==> config.mk <==
export PLATFORM = sky130hd
export DESIGN_NAME = sfd_out_fifo
export DESIGN_NICKNAME = d
export VERILOG_FILES = /design/src/sfd_pkg.sv /design/src/sfd_out_fifo.sv
export SDC_FILE = /design/constraint.sdc
export NUM_CORES = 1
export LEC_CHECK = 0
export BUFFER_PORTS_ARGS = -buffer_cell sky130_fd_sc_hd__buf_2
export CORE_MARGIN = 3
export CORE_UTILIZATION = 28
export DETAILED_ROUTE_END_ITERATION = 12
export SLEW_MARGIN = 20
export SYNTH_ARGS = -nofsm -noshare
export SYNTH_HDL_FRONTEND = slang
export SYNTH_SLANG_ARGS = --single-unit
==> constraint.sdc <==
create_clock -name clk -period 2.7 [get_ports clk]
set_input_delay 0.135 -clock clk [delete_from_list [all_inputs] [get_ports clk]]
set_output_delay 0.135 -clock clk [all_outputs]
set_load 0.01 [all_outputs]
==> src/sfd_pkg.sv <==
// Shared types and constants for the stereo feedback delay core.
// No dependencies; the files that use it refer to it by scoped names.
`default_nettype none

package sfd_pkg;

    // Default sizes, handed to the top-level parameters
    localparam int MAX_DELAY_DEF   = 32768;
    localparam int SAMPLE_BITS_DEF = 16;

    // Gain format: unsigned Q0.16
    localparam int GAIN_W = 16;

    // Wet path is active only above 0.01 in Q0.16, rounded down
    localparam logic [GAIN_W-1:0] MIX_THRESHOLD = 16'd655;

    // Config port geometry
    localparam int CFG_ADDR_W = 4;
    localparam int CFG_DATA_W = 32;

    // Result queue depth
    localparam int FIFO_DEPTH = 4;

    // Register indexes on the config port
    typedef enum logic [1:0] {
        REG_MIX_GAIN      = 2'd0,
        REG_FEEDBACK_GAIN = 2'd1,
        REG_DELAY_SAMPLES = 2'd2
    } reg_idx_t;

    typedef struct packed {
        logic [GAIN_W-1:0] mix_gain;
        logic [GAIN_W-1:0] feedback_gain;
        logic [15:0]       delay_samples;
    } cfg_t;

endpackage

`default_nettype wire

==> src/sfd_out_fifo.sv <==
// Small result queue between the datapath and the output channel.
// Depends on sfd_pkg (FIFO_DEPTH). Caller guarantees no push when full.
`default_nettype none

module sfd_out_fifo #(
    parameter int DW = 16
) (
    input  wire logic          clk,
    input  wire logic          rst_n,
    input  wire logic          push,
    input  wire logic [DW-1:0] push_data,
    input  wire logic          pop,
    output logic               valid,
    output logic      [DW-1:0] data
);

    localparam int PW = $clog2(sfd_pkg::FIFO_DEPTH);
    localparam int CW = $clog2(sfd_pkg::FIFO_DEPTH + 1);

    logic [DW-1:0] slot_reg [sfd_pkg::FIFO_DEPTH];
    logic [PW-1:0] wptr_reg;
    logic [PW-1:0] rptr_reg;
    logic [CW-1:0] count_reg;
    logic [CW-1:0] count_next;

    assign valid = (count_reg != '0);
    assign data  = slot_reg[rptr_reg];

    always_comb
    begin
        count_next = count_reg;
        if (push && !pop)
        begin
            count_next = count_reg + CW'(1);
        end
        else if (pop && !push)
        begin
            count_next = count_reg - CW'(1);
        end
    end

    always_ff @(posedge clk or negedge rst_n)
    begin
        if (!rst_n)
        begin
            wptr_reg  <= '0;
            rptr_reg  <= '0;
            count_reg <= '0;
        end
        else
        begin
            if (push)
            begin
                wptr_reg <= wptr_reg + PW'(1);
            end
            if (pop)
            begin
                rptr_reg <= rptr_reg + PW'(1);
            end
            count_reg <= count_next;
        end
    end

    always_ff @(posedge clk)
    begin
        if (push)
        begin
            slot_reg[wptr_reg] <= push_data;
        end
    end

endmodule

`default_nettype wire

==> impl_metrics.toml <==
[floorplan]
row_count = 35
start_util_pct = 29.2
pin_count = 37
die_w_um = 105
dieArea_um2 = 11000
die_y_um = 105
core_um2 = 9370

[layout]
antenna_cells_inserted = 0
drive_gt1_share_pct = 36.4
finalNetCount = 194
largest_reg_flops = 64
area.growth.synth_to_final_pct = 20.0
nFillCells = 913

[timing]
hold_violations = 0
drv_slew = 0
holdWs_ns = 0.0221
fmax_mhz = 475
setup_viol = 0
period_needed_ns = 2.10
worst_slew_pin_slew_ns = 0.749
period_share_pct = 77.9
fin_setup_tns_ns = 0
maxSlewHeadroom_pct = 50.1
fin_worst_skew_ns = 0.00546
rsz0062_at_grt = "false"

[global_route]
grt_pass1_vias = 1334
track_usage_pct = 8.80
grt_pass1_wl_um = 7110
antenna_found_initial = 0
grt-ovfl-total = 0
grt_max_degree = 18

[routing]
detail-route-antenna-nets = 0
drtIter0Drc = 50
drt_pass1_iterations = 4
vias = 1251
drc = 0
routed_wl_um = 4520
viasPerCell = 4.14
wl_per_cell_um = 15.0

[clock_tree]
post_cts_buffers = 0
clk_path_buf_depth = 2
clkSinkCount = 71
cts-root-buf = "clkbuf_8"
cts_buffers = 9
ctsHoldBuffers = 3
path_clk_slew_ns = 0.07
clkLatencyLatePin_ns = 0.32
h-tree-depth = 3
post_cts_resized = 0
cts_tree = "done"

[setup_path]
crit_arrival_ns = 1.97
cpPeakStageDelay_ns = 0.59
crit_buf_inv = 2
path_class = "flop to output port"
cpMaxStageDelayCell = "dfrtp_1"
worstPathRequired_ns = 2.57
crit_chain = "buf_4 -> mux4_1 -> buf_2"
cp_max_fo = 11
crit_path_start_kind = "flop"
endpoint_kind = "output port"
critPathTopFamily = "flip-flops"

[flow_run]
cap_viol_max_count = 0

[power]
cellLeakagePower_nw = 1.19
cellPowerDensity_nw_per_um2 = 989
vdd_ir_drop_max_uv = 363

[worst_hold_path]
holdCritPathClass = "primary input to flop"

[logic_synthesis]
synth_compound_area_share_pct = 0.183
synth_mux_area_share_pct = 14.7
netlist_area_um2 = 2740
synthAdderAreaFrac_pct = 3.02
ys_types = 18
ys.warnings.count = 0
synth-seq-cells = 71
synth_xor_area_share_pct = 1.92
synth_top_family_by_area = "multiplexers"
ys_seq_area_share_pct = 76.6
syn_inst = 117
syn-num-nets = 143
synth-simple-area-share_pct = 1.55
synth_area_per_cell_um2 = 23.4

[placement]
port_buffers = 36
hpwl_um = 2970
place.gp.congestion = 0.654

[run_status]
status = "finished, final reports clean"
-- power by group --
group	switching (mW)	internal, mW	leakage, nW
Sequential	0.146	1.45	0.670
Clock	0.350	0.419	0.0945
Combinational	0.426	0.455	0.424
Total	0.923	2.33	1.19
-- path summary, 6_finish.rpt --
path,from,endpoint,slack [ns],depth (start not counted)
hold reg to reg,count_reg[2]$_DFFE_PN0P_,count_reg[2]$_DFFE_PN0P_,0.47,1
min in group asynchronous,rst_n,count_reg[2]$_DFFE_PN0P_,0.17,2
setup / recovery,rptr_reg[0]$_DFFE_PN0P_,data[12],0.60,3
max in group asynchronous,rst_n,count_reg[0]$_DFFE_PN0P_,2.37,2
hold / removal,push_data[11],slot_reg[0][11]$_DFFE_PP_,0.02,1
setup reg to reg,wptr_reg[1]$_DFFE_PN0P_,slot_reg[1][9]$_DFFE_PP_,1.19,4
-- Yosys cell counts --
cell      count  area share (%)
and2_1        4            0.91
nand2_1       2            0.27
nor2_1        1            0.14
edfxtp_1     64              70
xor2_1        4             1.3
buf_2         2            0.37
buf_12        1            0.73
xnor2_1       2            0.64
buf_6         1            0.41
mux4_2        8             6.6
or3_1         1            0.23
mux2_2        1            0.41
ha_1          5             2.3
mux4_1        8             7.7
dfrtp_1       7             6.4
inv_1         4            0.55
o21ai_0       1            0.18
fa_1          1            0.73
-- kinds of logic after synthesis --
group,count (synthesis)
DFF,71
AOI/OAI and AO/OA,1
adders and majority gates,6
and+or+nand+nor,8
xor gates and xnor gates,6
muxes,17
buffers and inverters,8
-- cell type report --
| type | count | area, um^2 | share of cell area [%] |
|---|---|---|---|
| Clock inverter | 5 | 48.8 | 1.49 |
| Sequential cell | 71 | 2100 | 63.8 |
| Clock buffer | 11 | 131 | 4.00 |
| Multi-Input combinational cell | 38 | 584 | 17.8 |
| Tap cell | 129 | 161 | 4.91 |
| Timing Repair Buffer | 44 | 248 | 7.54 |
| Inverter | 4 | 15.0 | 0.457 |
-- metrics by stage --
step	total power [mW]	area, um^2	util (%)	setup slack, ns	instances
6_report	3.25	3290	35.1	0.595	302
5_1_grt	3.46	3290	35.1	0.482	302
4_1_cts	3.32	3290	35.1	0.552	302
3_5_place_dp	2.53	3080	32.8	0.924	283
3_3_place_gp	2.51	3080	32.8	0.929	283
2_1_floorplan	2.21	2740	-	1.27	117
-- layer usage --
layer  global-route usage [%]  vias to the layer above  wire length (um)  share of wire [%]
li1                         -                      577                 -                  -
met5                        0                        -                 0                  0
met3                     1.98                        5               174                3.9
met4                     5.34                        0                61                1.3
met1                     10.3                      645              1900                 42
met2                     14.7                       24              2390                 53
-- layout by cell type (no fill, tap or decap), types with 2 or more instances in the layout --
master          n
edfxtp_1       64
buf_2          36
clkbuf_8        9
mux4_2          8
mux4_1          8
dfrtp_1         7
ha_1            5
buf_4           5
and2_1          4
inv_1           4
xor2_1          4
clkinv_2        3
dlygate4sd3_1   3
xnor2_1         2
nand2_1         2
clkbuf_1        2
Note: power is estimated with default switching activity, not from simulation.
