### config.mk
export PLATFORM = sky130hd
export DESIGN_NAME = sfd_cfg_regs
export DESIGN_NICKNAME = d
export VERILOG_FILES = /design/src/sfd_pkg.sv /design/src/sfd_cfg_regs.sv
export SDC_FILE = /design/constraint.sdc
export NUM_CORES = 1
export LEC_CHECK = 0
export ABC_AREA = 1
export BUFFER_PORTS_ARGS = -buffer_cell sky130_fd_sc_hd__buf_2
export CAP_MARGIN = 20
export CORE_MARGIN = 4
export CORE_UTILIZATION = 46
export DETAILED_ROUTE_END_ITERATION = 6
export HOLD_SLACK_MARGIN = 0.15
export PLACE_DENSITY = 0.81
export SLEW_MARGIN = 20
export SYNTH_ARGS = -nofsm -noshare
export SYNTH_HDL_FRONTEND = slang
export SYNTH_SLANG_ARGS = --single-unit
export TNS_END_PERCENT = 10
### constraint.sdc
create_clock -name clk -period 0.9 [get_ports clk]
set_input_delay 0.045 -clock clk [delete_from_list [all_inputs] [get_ports clk]]
set_output_delay 0.045 -clock clk [all_outputs]
set_load 0.02 [all_outputs]
### src/sfd_pkg.sv
// Shared types and constants for the stereo feedback delay core.
// No dependencies; the files that use it refer to it by scoped names.
`default_nettype none

package sfd_pkg;

    // Default sizes, handed to the top-level parameters
    localparam int MAX_DELAY_DEF   = 32768;
    localparam int SAMPLE_BITS_DEF = 16;

    // Gain format: unsigned Q0.16
    localparam int GAIN_W = 16;

    // Wet path is active only above 0.01 in Q0.16, rounded down
    localparam logic [GAIN_W-1:0] MIX_THRESHOLD = 16'd655;

    // Config port geometry
    localparam int CFG_ADDR_W = 4;
    localparam int CFG_DATA_W = 32;

    // Result queue depth
    localparam int FIFO_DEPTH = 4;

    // Register indexes on the config port
    typedef enum logic [1:0] {
        REG_MIX_GAIN      = 2'd0,
        REG_FEEDBACK_GAIN = 2'd1,
        REG_DELAY_SAMPLES = 2'd2
    } reg_idx_t;

    typedef struct packed {
        logic [GAIN_W-1:0] mix_gain;
        logic [GAIN_W-1:0] feedback_gain;
        logic [15:0]       delay_samples;
    } cfg_t;

endpackage

`default_nettype wire

### src/sfd_cfg_regs.sv
// APB-style configuration registers: mix gain, feedback gain, delay length.
// Depends on sfd_pkg (cfg_t, register indexes, port widths).
`default_nettype none

module sfd_cfg_regs (
    input  wire logic                             clk,
    input  wire logic                             rst_n,
    input  wire logic                             psel,
    input  wire logic                             penable,
    input  wire logic                             pwrite,
    input  wire logic [sfd_pkg::CFG_ADDR_W-1:0]   paddr,
    input  wire logic [sfd_pkg::CFG_DATA_W-1:0]   pwdata,
    output logic      [sfd_pkg::CFG_DATA_W-1:0]   prdata,
    output logic                                  pready,
    output sfd_pkg::cfg_t                         cfg
);

    sfd_pkg::cfg_t cfg_reg;
    logic [1:0]    reg_idx;
    logic          wr_en;

    assign reg_idx = paddr[3:2];
    assign wr_en   = psel && penable && pwrite;
    assign pready  = 1'b1;
    assign cfg     = cfg_reg;

    always_ff @(posedge clk or negedge rst_n)
    begin
        if (!rst_n)
        begin
            cfg_reg.mix_gain      <= '0;
            cfg_reg.feedback_gain <= '0;
            cfg_reg.delay_samples <= 16'd1;
        end
        else if (wr_en)
        begin
            case (reg_idx)
                sfd_pkg::REG_MIX_GAIN:      cfg_reg.mix_gain      <= pwdata[15:0];
                sfd_pkg::REG_FEEDBACK_GAIN: cfg_reg.feedback_gain <= pwdata[15:0];
                sfd_pkg::REG_DELAY_SAMPLES: cfg_reg.delay_samples <= pwdata[15:0];
                default: ;  // unmapped slot, write dropped
            endcase
        end
    end

    always_comb
    begin
        case (reg_idx)
            sfd_pkg::REG_MIX_GAIN:      prdata = {16'd0, cfg_reg.mix_gain};
            sfd_pkg::REG_FEEDBACK_GAIN: prdata = {16'd0, cfg_reg.feedback_gain};
            sfd_pkg::REG_DELAY_SAMPLES: prdata = {16'd0, cfg_reg.delay_samples};
            default:                    prdata = '0;
        endcase
    end

endmodule

`default_nettype wire

==> flow_summary_export.csv, run 1 <==
group,metric,value,unit
clocking,clk_latency,290,ps
die,dieArea,0.00645,mm²
grt,grtUsageTotal,22.8,%
status,violations,"negative setup slack",
sta,rsz0062_at_grt,"true",
drt,post_drt_wl_per_cell,14.9,µm
yosys,synth_most_common_cell,"nand2_1",
placement,gp_routability_congestion,0.770,
clocking,tritoncts.num_buffers,5,
yosys,synth.top_cells.by_count,"nand2_1 (183), dfrtp_1 (47), buf_4 (22)",
yosys,postSynthCellCount,302,
clocking,clock_sink_count,48,
layout,antenna_cells,0,
layout,post_layout_nonfiller_instances,512,
layout,final_area,0.00368,mm²
die,boundaryPins,122,
pwr,power.static_leakage,2.12,nW
grt,grt.met2_usage,41.1,%
worst_setup_path,critical_path.reg2reg.startpoint,"cfg[29]",
die,floorplan.rows,26,
yosys,synth.ff_latch_count,48,
clocking,cts_hold_buf,17,
worst_setup_path,timing_worst_setup_path_type,"flip-flop to output port",
sta,time_the_worst_path_needs_with_i_o_delays_and_setup,1120,ps
worst_setup_path,arrival,1080,ps
grt,fraction_of_met1_tracks_used_by_global_routing,27.4,%
clocking,cts-root-buf,"clkbuf_8",
sta,final.setup.worst_slack,-223,ps
placement,io_buffer_count,86,
placement,dpl_cells,465,
die,initial_utilization,47.4,%
sta,slew_viol_final,0,
worst_setup_path,critical_path.startpoint,"cfg[0]",
drt,via_per_inst,4.86,
sta,final-setup-viol-count,56,
worst_setup_path,worst_setup_path_end_kind,"output port",
worst_setup_path,critPathRequiredTime,850,ps
yosys,synth_edf_count,0,
layout,largest_register_ffs,48,
worst_setup_path,critical-path-max-stage-delay,560,ps
placement,placedInstanceArea,0.00295,mm²
sta,clock_skew,0,ps
clocking,htree_levels,2,
placement,dp_hpwl,4680,µm
worst_setup_path,critical_path.cell_chain,"nand2_2, nand3_2, buf_6",
pwr,power.density_cell_area,2030,mW/mm²
drt,drt_pass1_iterations,4,
worst_setup_path,slowest_stage,"dfstp_2",
layout,fin_nets,482,
clocking,cts.path.max_buffers,2,
sta,max_freq,891,MHz
drt,ant_nets,0,
yosys,synth_cell_types,16,
yosys,synth_area_per_cell,7.97,µm²
grt,globalRouteOverflowTotal,0,
die,chipWidth,80.3,µm
sta,final_hold_viol_count,0,
yosys,synth_ff_type,"dfrtp_1",
sta,post-route-period-util,125,%
worst_setup_path,path_max_fanout,3,
grt,number_of_antenna_violations_at_the_first_check_in_global_routing,0,
drt,postRouteWirelength,7610,µm
sta,post_route_setup_tns,-4530,ps
yosys,synth.cell_area,0.00241,mm²
grt,grt_busiest_layer,"met2",
yosys,synth.largest_area_cell,"dfrtp_1",
yosys,netlist_top_cells_area,"dfrtp_1 (49%), nand2_1 (29%), buf_4 (6.9%)",
layout,area_growth_syn_to_layout,52.7,%
grt,gr-usage-met3,4.26,%
pwr,maximum_vdd_drop,1.32,mV
worst_setup_path,critPathLaunchType,"flip-flop",
yosys,synth_largest_type_area_fraction,48.9,%
sta,hold_slack,135,ps
yosys,seq_area_frac_synth,49.9,%
drt,drcViolationCount,0,
grt,grt_max_degree,26,
drt,vias_post_dr,2487,
die,dieHeight,80.3,µm
clocking,clock_pin_slew_of_the_registers_on_the_worst_case_setup_and_hold_paths,90,ps
die,core_area,0.00507,mm²
grt,vias_in_the_first_global_route,2312,
grt,grt_pass1_wl,11200,µm
hold_path,holdCritPathClass,"input port to async pin",
clocking,cts_tree,"built",
layout,fraction_of_layout_instances_using_a_drive_strength_above_1,39.1,%
status,status,"finished, violations left",
job,max_cap_viol_count,0,
drt,dr.first_iter.drc_count,127,
yosys,async_flop_share,100,%
yosys,synth-warning-count,0,
## cell type report
type,count,area (µm²)
clock buffer,6,82.6
clock inverter,2,15.0
fill,387,1400
inverter,5,18.8
multi-input combinational,238,1080
sequential,48,1200
tap,70,87.6
timing repair buffer,143,1190
## layer usage
layer	routed length [µm]	part of all wire [%]
met4	123	1.6
met2	4120	54
met5	0	0
met3	634	8.3
met1	2740	36
## logic make-up after synthesis
| family | share of synthesized area [%] |
|---|---|
| buf+inv | 9.88 |
| other cells | 0.312 |
| simple gates | 39.9 |
| flops | 49.9 |
## final timing paths
check,to,slack (ps),cells after the start
setup / recovery,prdata[0],-220,3
hold / removal,cfg[34],140,2
setup reg to reg,cfg[29],60,4
hold reg to reg,cfg[0],490,2
max in group asynchronous,cfg[0],320,3
min in group clk,cfg[0],280,6
## critical path, delay by kind of cell (launching register included)
family                 cells  cell delay [ps]
flip-flops                 1              560
AND/OR/NAND/NOR            2              110
buffers and inverters      1              110
## repair_timing
item	4_1_cts	5_1_grt
endpoints found under the hold margin	96	5
setup buffers	13	9
endpoints found under the setup margin	64	64
gates resized for setup	50	37
pin swaps	14	10
## cells in the final DEF (no fill, tap or decap), drive strengths merged
cell type	instances
buf	126
clkbuf	6
clkinvlp	2
conb	17
dfrtp	47
dfstp	1
dlygate4sd3	17
inv	5
nand2	199
nand3	17
nor2	5
## through the flow
step           util, %  power [mW]  worst slack, ps
2_1_floorplan        -        4.35             43.1
6_report          72.4        7.45             -223
3_3_place_gp      58.1        5.15            -27.6
4_1_cts           68.7        7.08             -225
3_5_place_dp      58.1        5.22            -37.1
5_1_grt           72.4        7.86             -274
## report_power, final
group / switching, mW / internal, mW / leakage, nW
Clock: 0.721 / 0.623 / 0.0434
Sequential: 0.376 / 2.60 / 0.608
Combinational: 1.71 / 1.42 / 1.47
Total: 2.81 / 4.65 / 2.12
(Power assumes the default switching activity.)
==> run 2: changes to the inputs <==
- PLACE_DENSITY: 0.81 -> 0.79
==> flow_summary_export.csv, run 2 (synthesized netlist as in run 1, its figures left out) <==
group,metric,value,unit
status,status,"finished, violations left",
status,violations,"negative setup slack",
pwr,maximum_vdd_drop,1.38,mV
layout,post-route-util,70.5,%
pwr,clock_power_share,18.8,%
layout,antenna_cells,0,
sta,clock_skew,0,ps
hold_path,min_from,"penable",
die,dieArea,0.00645,mm²
clocking,clk_latency,300,ps
grt,vias_in_the_first_global_route,2271,
grt,grt_max_degree,49,
placement,io_buffer_count,86,
placement,preCtsSetupSlack,-89.8,ps
clocking,clock_sink_count,48,
worst_setup_path,critPathLaunchType,"flip-flop",
placement,dpl_cells,463,
sta,final_hold_viol_count,0,
drt,post_drt_wl_per_cell,13.9,µm
drt,postRouteWirelength,7020,µm
clocking,clock_pin_slew_of_the_registers_on_the_worst_case_setup_and_hold_paths,90,ps
layout,post_layout_nonfiller_instances,507,
layout,area_growth_syn_to_layout,48.7,%
grt,grt_pass1_wl,10600,µm
drt,via_per_inst,4.68,
drt,ant_nets,0,
layout,final_common_cell,"nand2_1",
grt,number_of_antenna_violations_at_the_first_check_in_global_routing,0,
die,dieHeight,80.3,µm
placement,dp_hpwl,4490,µm
worst_setup_path,arrival,1090,ps
hold_path,holdPathStages,5,
pwr,comb_power_share,40.0,%
worst_setup_path,reg2reg_depth,4,
clocking,cts_tree,"built",
layout,largest_register_ffs,48,
worst_setup_path,critPathRequiredTime,850,ps
worst_setup_path,worst-r2r-setup-slack,10,ps
hold_path,holdCritPathClass,"input port to flip-flop",
pwr,power.density_cell_area,2030,mW/mm²
die,initial_utilization,47.4,%
clocking,cts-root-buf,"clkbuf_8",
layout,fraction_of_layout_instances_using_a_drive_strength_above_1,38.4,%
sta,final-setup-viol-count,63,
job,max_cap_viol_count,0,
placement,gp_routability_congestion,0.787,
pwr,netSwitchingPower,2.75,mW
pwr,power.static_leakage,2.08,nW
worst_setup_path,worst_setup_path_end_kind,"output port",
clocking,cts.path.max_buffers,2,
pwr,total_power,7.28,mW
pwr,sequentialPowerShare,41.2,%
pwr,swShare,37.8,%
hold_path,worstHoldEndpoint,"cfg[43]",
drt,drcViolationCount,0,
grt,grtUsageTotal,21.3,%
sta,time_the_worst_path_needs_with_i_o_delays_and_setup,1140,ps
sta,final.setup.worst_slack,-238,ps
layout,fin_nets,477,
die,chipWidth,80.3,µm
sta,max_freq,879,MHz
worst_setup_path,critical_path.reg2reg.startpoint,"cfg[29]",
worst_setup_path,timing.rr.end,"cfg[29]",
die,core_area,0.00507,mm²
worst_setup_path,timing_worst_setup_path_type,"flip-flop to output port",
sta,post-route-period-util,126,%
sta,rsz0062_at_grt,"true",
clocking,tritoncts.num_buffers,5,
layout,most_frequent_cells_in_the_layout,"nand2_1 (178), buf_2 (60), dfrtp_1 (47)",
worst_setup_path,path_max_fanout,3,
drt,vias_post_dr,2372,
drt,dr.first_iter.drc_count,124,
sta,hold_slack,232,ps
clocking,htree_levels,2,
sta,slew_viol_final,0,
drt,drt_pass1_iterations,4,
die,boundaryPins,122,
die,floorplan.rows,26,
pwr,p_int,4.53,mW
grt,globalRouteOverflowTotal,0,
==> run 2: cell types whose count changed in the layout (fill, tap and decap cells not counted) <==
cell | before | now
clkinv_2 | 0 | 1
inv_6 | 0 | 1
buf_4 | 22 | 25
buf_2 | 56 | 60
clkinvlp_4 | 2 | 0
nand2_1 | 179 | 178
nand3_1 | 7 | 8
nand3_2 | 9 | 8
buf_6 | 44 | 32
nand2_2 | 17 | 18
==> run 2: power by group through the flow <==
stage	combinational [mW]	clock [mW]	sequential [mW]
floorplan	0.834	0	3.52
global placement	2.15	0	3.00
detailed placement	2.20	0	3.01
CTS	2.57	1.39	2.96
global route	3.14	1.47	3.06
finish	2.92	1.37	3.00
==> run 2: stage by stage <==
stage / TNS [ps] / instance area [µm²]
3_3_place_gp: -1110 / 2930
4_1_cts: -4350 / 3380
2_1_floorplan: 0 / 2460
5_1_grt: -6720 / 3580
3_5_place_dp: -2610 / 2930
6_report: -4580 / 3580
==> run 2: worst max path at each step <==
stage             start         to  cells past startpoint
3_5_place_dp   paddr[3]    cfg[35]                      6
2_1_floorplan    cfg[0]  prdata[0]                      2
6_report         cfg[0]  prdata[0]                      3
5_1_grt          cfg[0]  prdata[0]                      3
4_1_cts          cfg[0]  prdata[0]                      3
3_3_place_gp   paddr[2]  prdata[3]                      8
==> run 2: cell type report <==
cell class,instances,area [µm²]
Fill cell,390,1500
Sequential cell,48,1200
Timing Repair Buffer,138,1100
Multi-Input combinational cell,238,1080
Tap cell,70,87.6
Clock buffer,6,82.6
Inverter,5,18.8
Clock inverter,2,13.8
==> run 2: timing repair <==
action | 4_1_cts | 5_1_grt
endpoints found under the setup margin | 64 | 64
gates resized for setup | 28 | 43
pin swaps | 12 | 10
setup buffers | 11 | 8
hold buffers | 17 | 0
endpoints found under the hold margin | 96 | 0
==> run 2: worst max-delay path, stage by stage (launching register included) <==
cell	delay [ps]
dfstp_2	560
nand2_2	60
nand3_2	70
buf_6	110
==> run 2: routing by layer <==
metal,up-vias,routed length [µm],global-route usage [%]
met5,-,0,0
met3,16,442,4.37
li1,1151,-,-
met1,1110,2780,24.5
met4,0,155,7.94
met2,95,3650,38.4
==> run 3: changes to the inputs <==
- ABC_AREA: 1 -> default
- CORE_UTILIZATION: 46 -> 45
- PLACE_DENSITY: 0.79 -> 0.78
==> flow_summary_export.csv, run 3 <==
group,metric,value,unit
status,violations,"negative setup slack",
drt,vias_post_dr,1878,
worst_setup_path,path_max_fanout,2,
sta,clock_skew,0,ps
grt,grtUsageTotal,19.9,%
pwr,power.density_cell_area,2180,mW/mm²
worst_setup_path,critPathLaunchType,"flip-flop",
clocking,cts.path.max_buffers,2,
yosys,synth_cell_types,19,
worst_setup_path,critical-path-max-stage-delay,390,ps
yosys,synth.cell_area,0.00233,mm²
yosys,dominant_combinational_cell_family_by_area_after_synthesis,"multiplexers",
worst_setup_path,worst_setup_path_end_kind,"output port",
clocking,cts_tree,"built",
drt,drt_pass1_iterations,5,
placement,gp_routability_congestion,0.726,
sta,post_route_setup_tns,-5810,ps
worst_setup_path,critical_path.cell_chain,"mux2i_1, o21ai_0, buf_2",
grt,grt_pass1_wl,9870,µm
clocking,clock_sink_count,48,
layout,fraction_of_layout_instances_using_a_drive_strength_above_1,58.1,%
clocking,cts-root-buf,"clkbuf_8",
worst_setup_path,timing_worst_setup_path_type,"flip-flop to output port",
yosys,synth_most_common_cell,"dfrtp_1",
drt,ant_nets,0,
grt,globalRouteOverflowTotal,0,
sta,final.setup.worst_slack,-294,ps
clocking,tritoncts.num_buffers,5,
drt,drcViolationCount,0,
yosys,synth-adder-area-share,0,%
sta,final_hold_viol_count,0,
die,initial_utilization,47.8,%
yosys,yosys.area_share.xor_xnor,0,%
sta,post-route-period-util,133,%
sta,rsz0062_at_grt,"true",
layout,area_growth_syn_to_layout,53.7,%
pwr,power.static_leakage,1.84,nW
yosys,synth-warning-count,0,
layout,most_frequent_cells_in_the_layout,"buf_2 (54), dfrtp_1 (47), buf_6 (41)",
drt,dr.first_iter.drc_count,75,
placement,dp_hpwl,4230,µm
worst_setup_path,arrival,1150,ps
drt,post_drt_wl_per_cell,16.9,µm
yosys,synth.top_cells.by_count,"dfrtp_1 (47), mux2_2 (38), buf_4 (19)",
worst_setup_path,critPathRequiredTime,850,ps
yosys,synth.area.mux_share,31.6,%
worst_setup_path,slowest_stage,"dfrtp_1",
yosys,synth_edf_count,0,
job,max_cap_viol_count,0,
sta,time_the_worst_path_needs_with_i_o_delays_and_setup,1190,ps
layout,post-route-util,73.5,%
layout,antenna_cells,0,
sta,hold_slack,268,ps
die,floorplan.rows,25,
clocking,htree_levels,2,
layout,largest_register_ffs,48,
sta,max_freq,838,MHz
yosys,synth.ff_latch_count,48,
die,dieArea,0.00640,mm²
drt,via_per_inst,4.94,
layout,fillCellCount,309,
layout,fin_nets,354,
sta,final-setup-viol-count,54,
yosys,postSynthCellCount,178,
clocking,clk_latency,290,ps
layout,final_common_cell,"buf_2",
clocking,clock_pin_slew_of_the_registers_on_the_worst_case_setup_and_hold_paths,80,ps
placement,io_buffer_count,86,
yosys,seq_area_frac_synth,51.5,%
yosys,post_synth_and_or_nand_nor_area_fraction,4.45,%
yosys,synth_largest_type_area_fraction,50.4,%
die,dieHeight,80.0,µm
grt,grt_max_degree,49,
die,chipWidth,80.0,µm
grt,number_of_antenna_violations_at_the_first_check_in_global_routing,0,
die,core_area,0.00488,mm²
yosys,synth.largest_area_cell,"dfrtp_1",
yosys,synth-compound-area-share,3.43,%
yosys,synth_ff_type,"dfrtp_1",
grt,vias_in_the_first_global_route,1979,
pwr,maximum_vdd_drop,1.79,mV
yosys,async_flop_share,100,%
die,boundaryPins,122,
yosys,netlist_top_cells_area,"dfrtp_1 (50%), mux2_2 (18%), mux2i_1 (6.9%)",
yosys,synth_area_per_cell,13.1,µm²
placement,preCtsSetupSlack,-366,ps
sta,slew_viol_final,0,
drt,postRouteWirelength,6430,µm
hold_path,holdCritPathClass,"input port to async pin",
status,status,"finished, violations left",
run 3: cell types whose count changed after synthesis, moves of 10 or more:
cell     previous run  this run
mux2_2              0        38
mux2_4              0        10
mux2i_1             0        16
nand2_1           183        16
nand2_2            13         0
nand3_1            16         1
o21ai_0             0        15
run 3: worst max-delay path: cells and delay by family (launching register included):
kind | cells | cell delay (ps)
DFF | 1 | 390
AOI/OAI and AO/OA | 1 | 170
buffers and inverters | 1 | 210
muxes | 1 | 80
run 3: cell type report:
class                           count  area (µm²)  share of cell area, %
Clock buffer                        6        72.6                   2.02
Clock inverter                      1        5.00                  0.140
Multi-Input combinational cell    118        1070                   29.7
Sequential cell                    48        1200                   33.5
Tap cell                           67        83.8                   2.34
Timing Repair Buffer              140        1160                   32.3
run 3: path summary, 6_finish.rpt:
kind                           from    endpoint  slack [ps]  cells after the start
max                         cfg[26]  prdata[10]        -290                      3
min                           rst_n     cfg[47]         270                      3
max reg2reg                 cfg[24]     cfg[24]        -100                      3
min reg2reg                 cfg[38]     cfg[38]         530                      1
max in group asynchronous     rst_n      cfg[0]         350                      3
min in group clk           paddr[3]     cfg[23]         330                      4
run 3: what timing repair did:
action,in CTS,in global routing
resized for setup,46,46
endpoints found under the setup margin,84,106
endpoints found under the hold margin,96,0
buffers inserted,12,7
pin swaps,1,1
hold buffers,17,0
run 3: power breakdown:
part           total, mW  switching [mW]  leakage, nW  internal, mW
Clock               1.17           0.645       0.0410         0.529
Combinational       3.57            1.72         1.21          1.84
Sequential          3.09           0.423        0.587          2.67
run 3: through the flow:
step                      total power, mW  cell area [µm²]  std cells
after floorplan                      4.77             2460        193
after global placement               5.69             2920        337
after detailed placement             5.76             2920        337
after CTS                            7.42             3390        373
after global routing                 8.24             3590        380
final                                7.83             3590        380
run 3: cells by family (layout without fill, tap and decap cells):
kind of cell           Yosys count  count (layout)
buffers and inverters           27             147
AO/OA/AOI/OAI                   16              16
multiplexers                    64              64
AND/OR/NAND/NOR                 21              21
flip-flops                      48              48
other                            2              17
run 3: routing by layer:
layer  vias to the layer above  wire (µm)  part of all wire (%)  track usage [%]
li1                        852          -                     -                -
met1                       943       2580                    40             24.5
met2                        73       3410                    53             35.5
met3                        10        332                   5.2             3.50
met4                         0        106                   1.6             5.74
met5                         -          0                     0                0
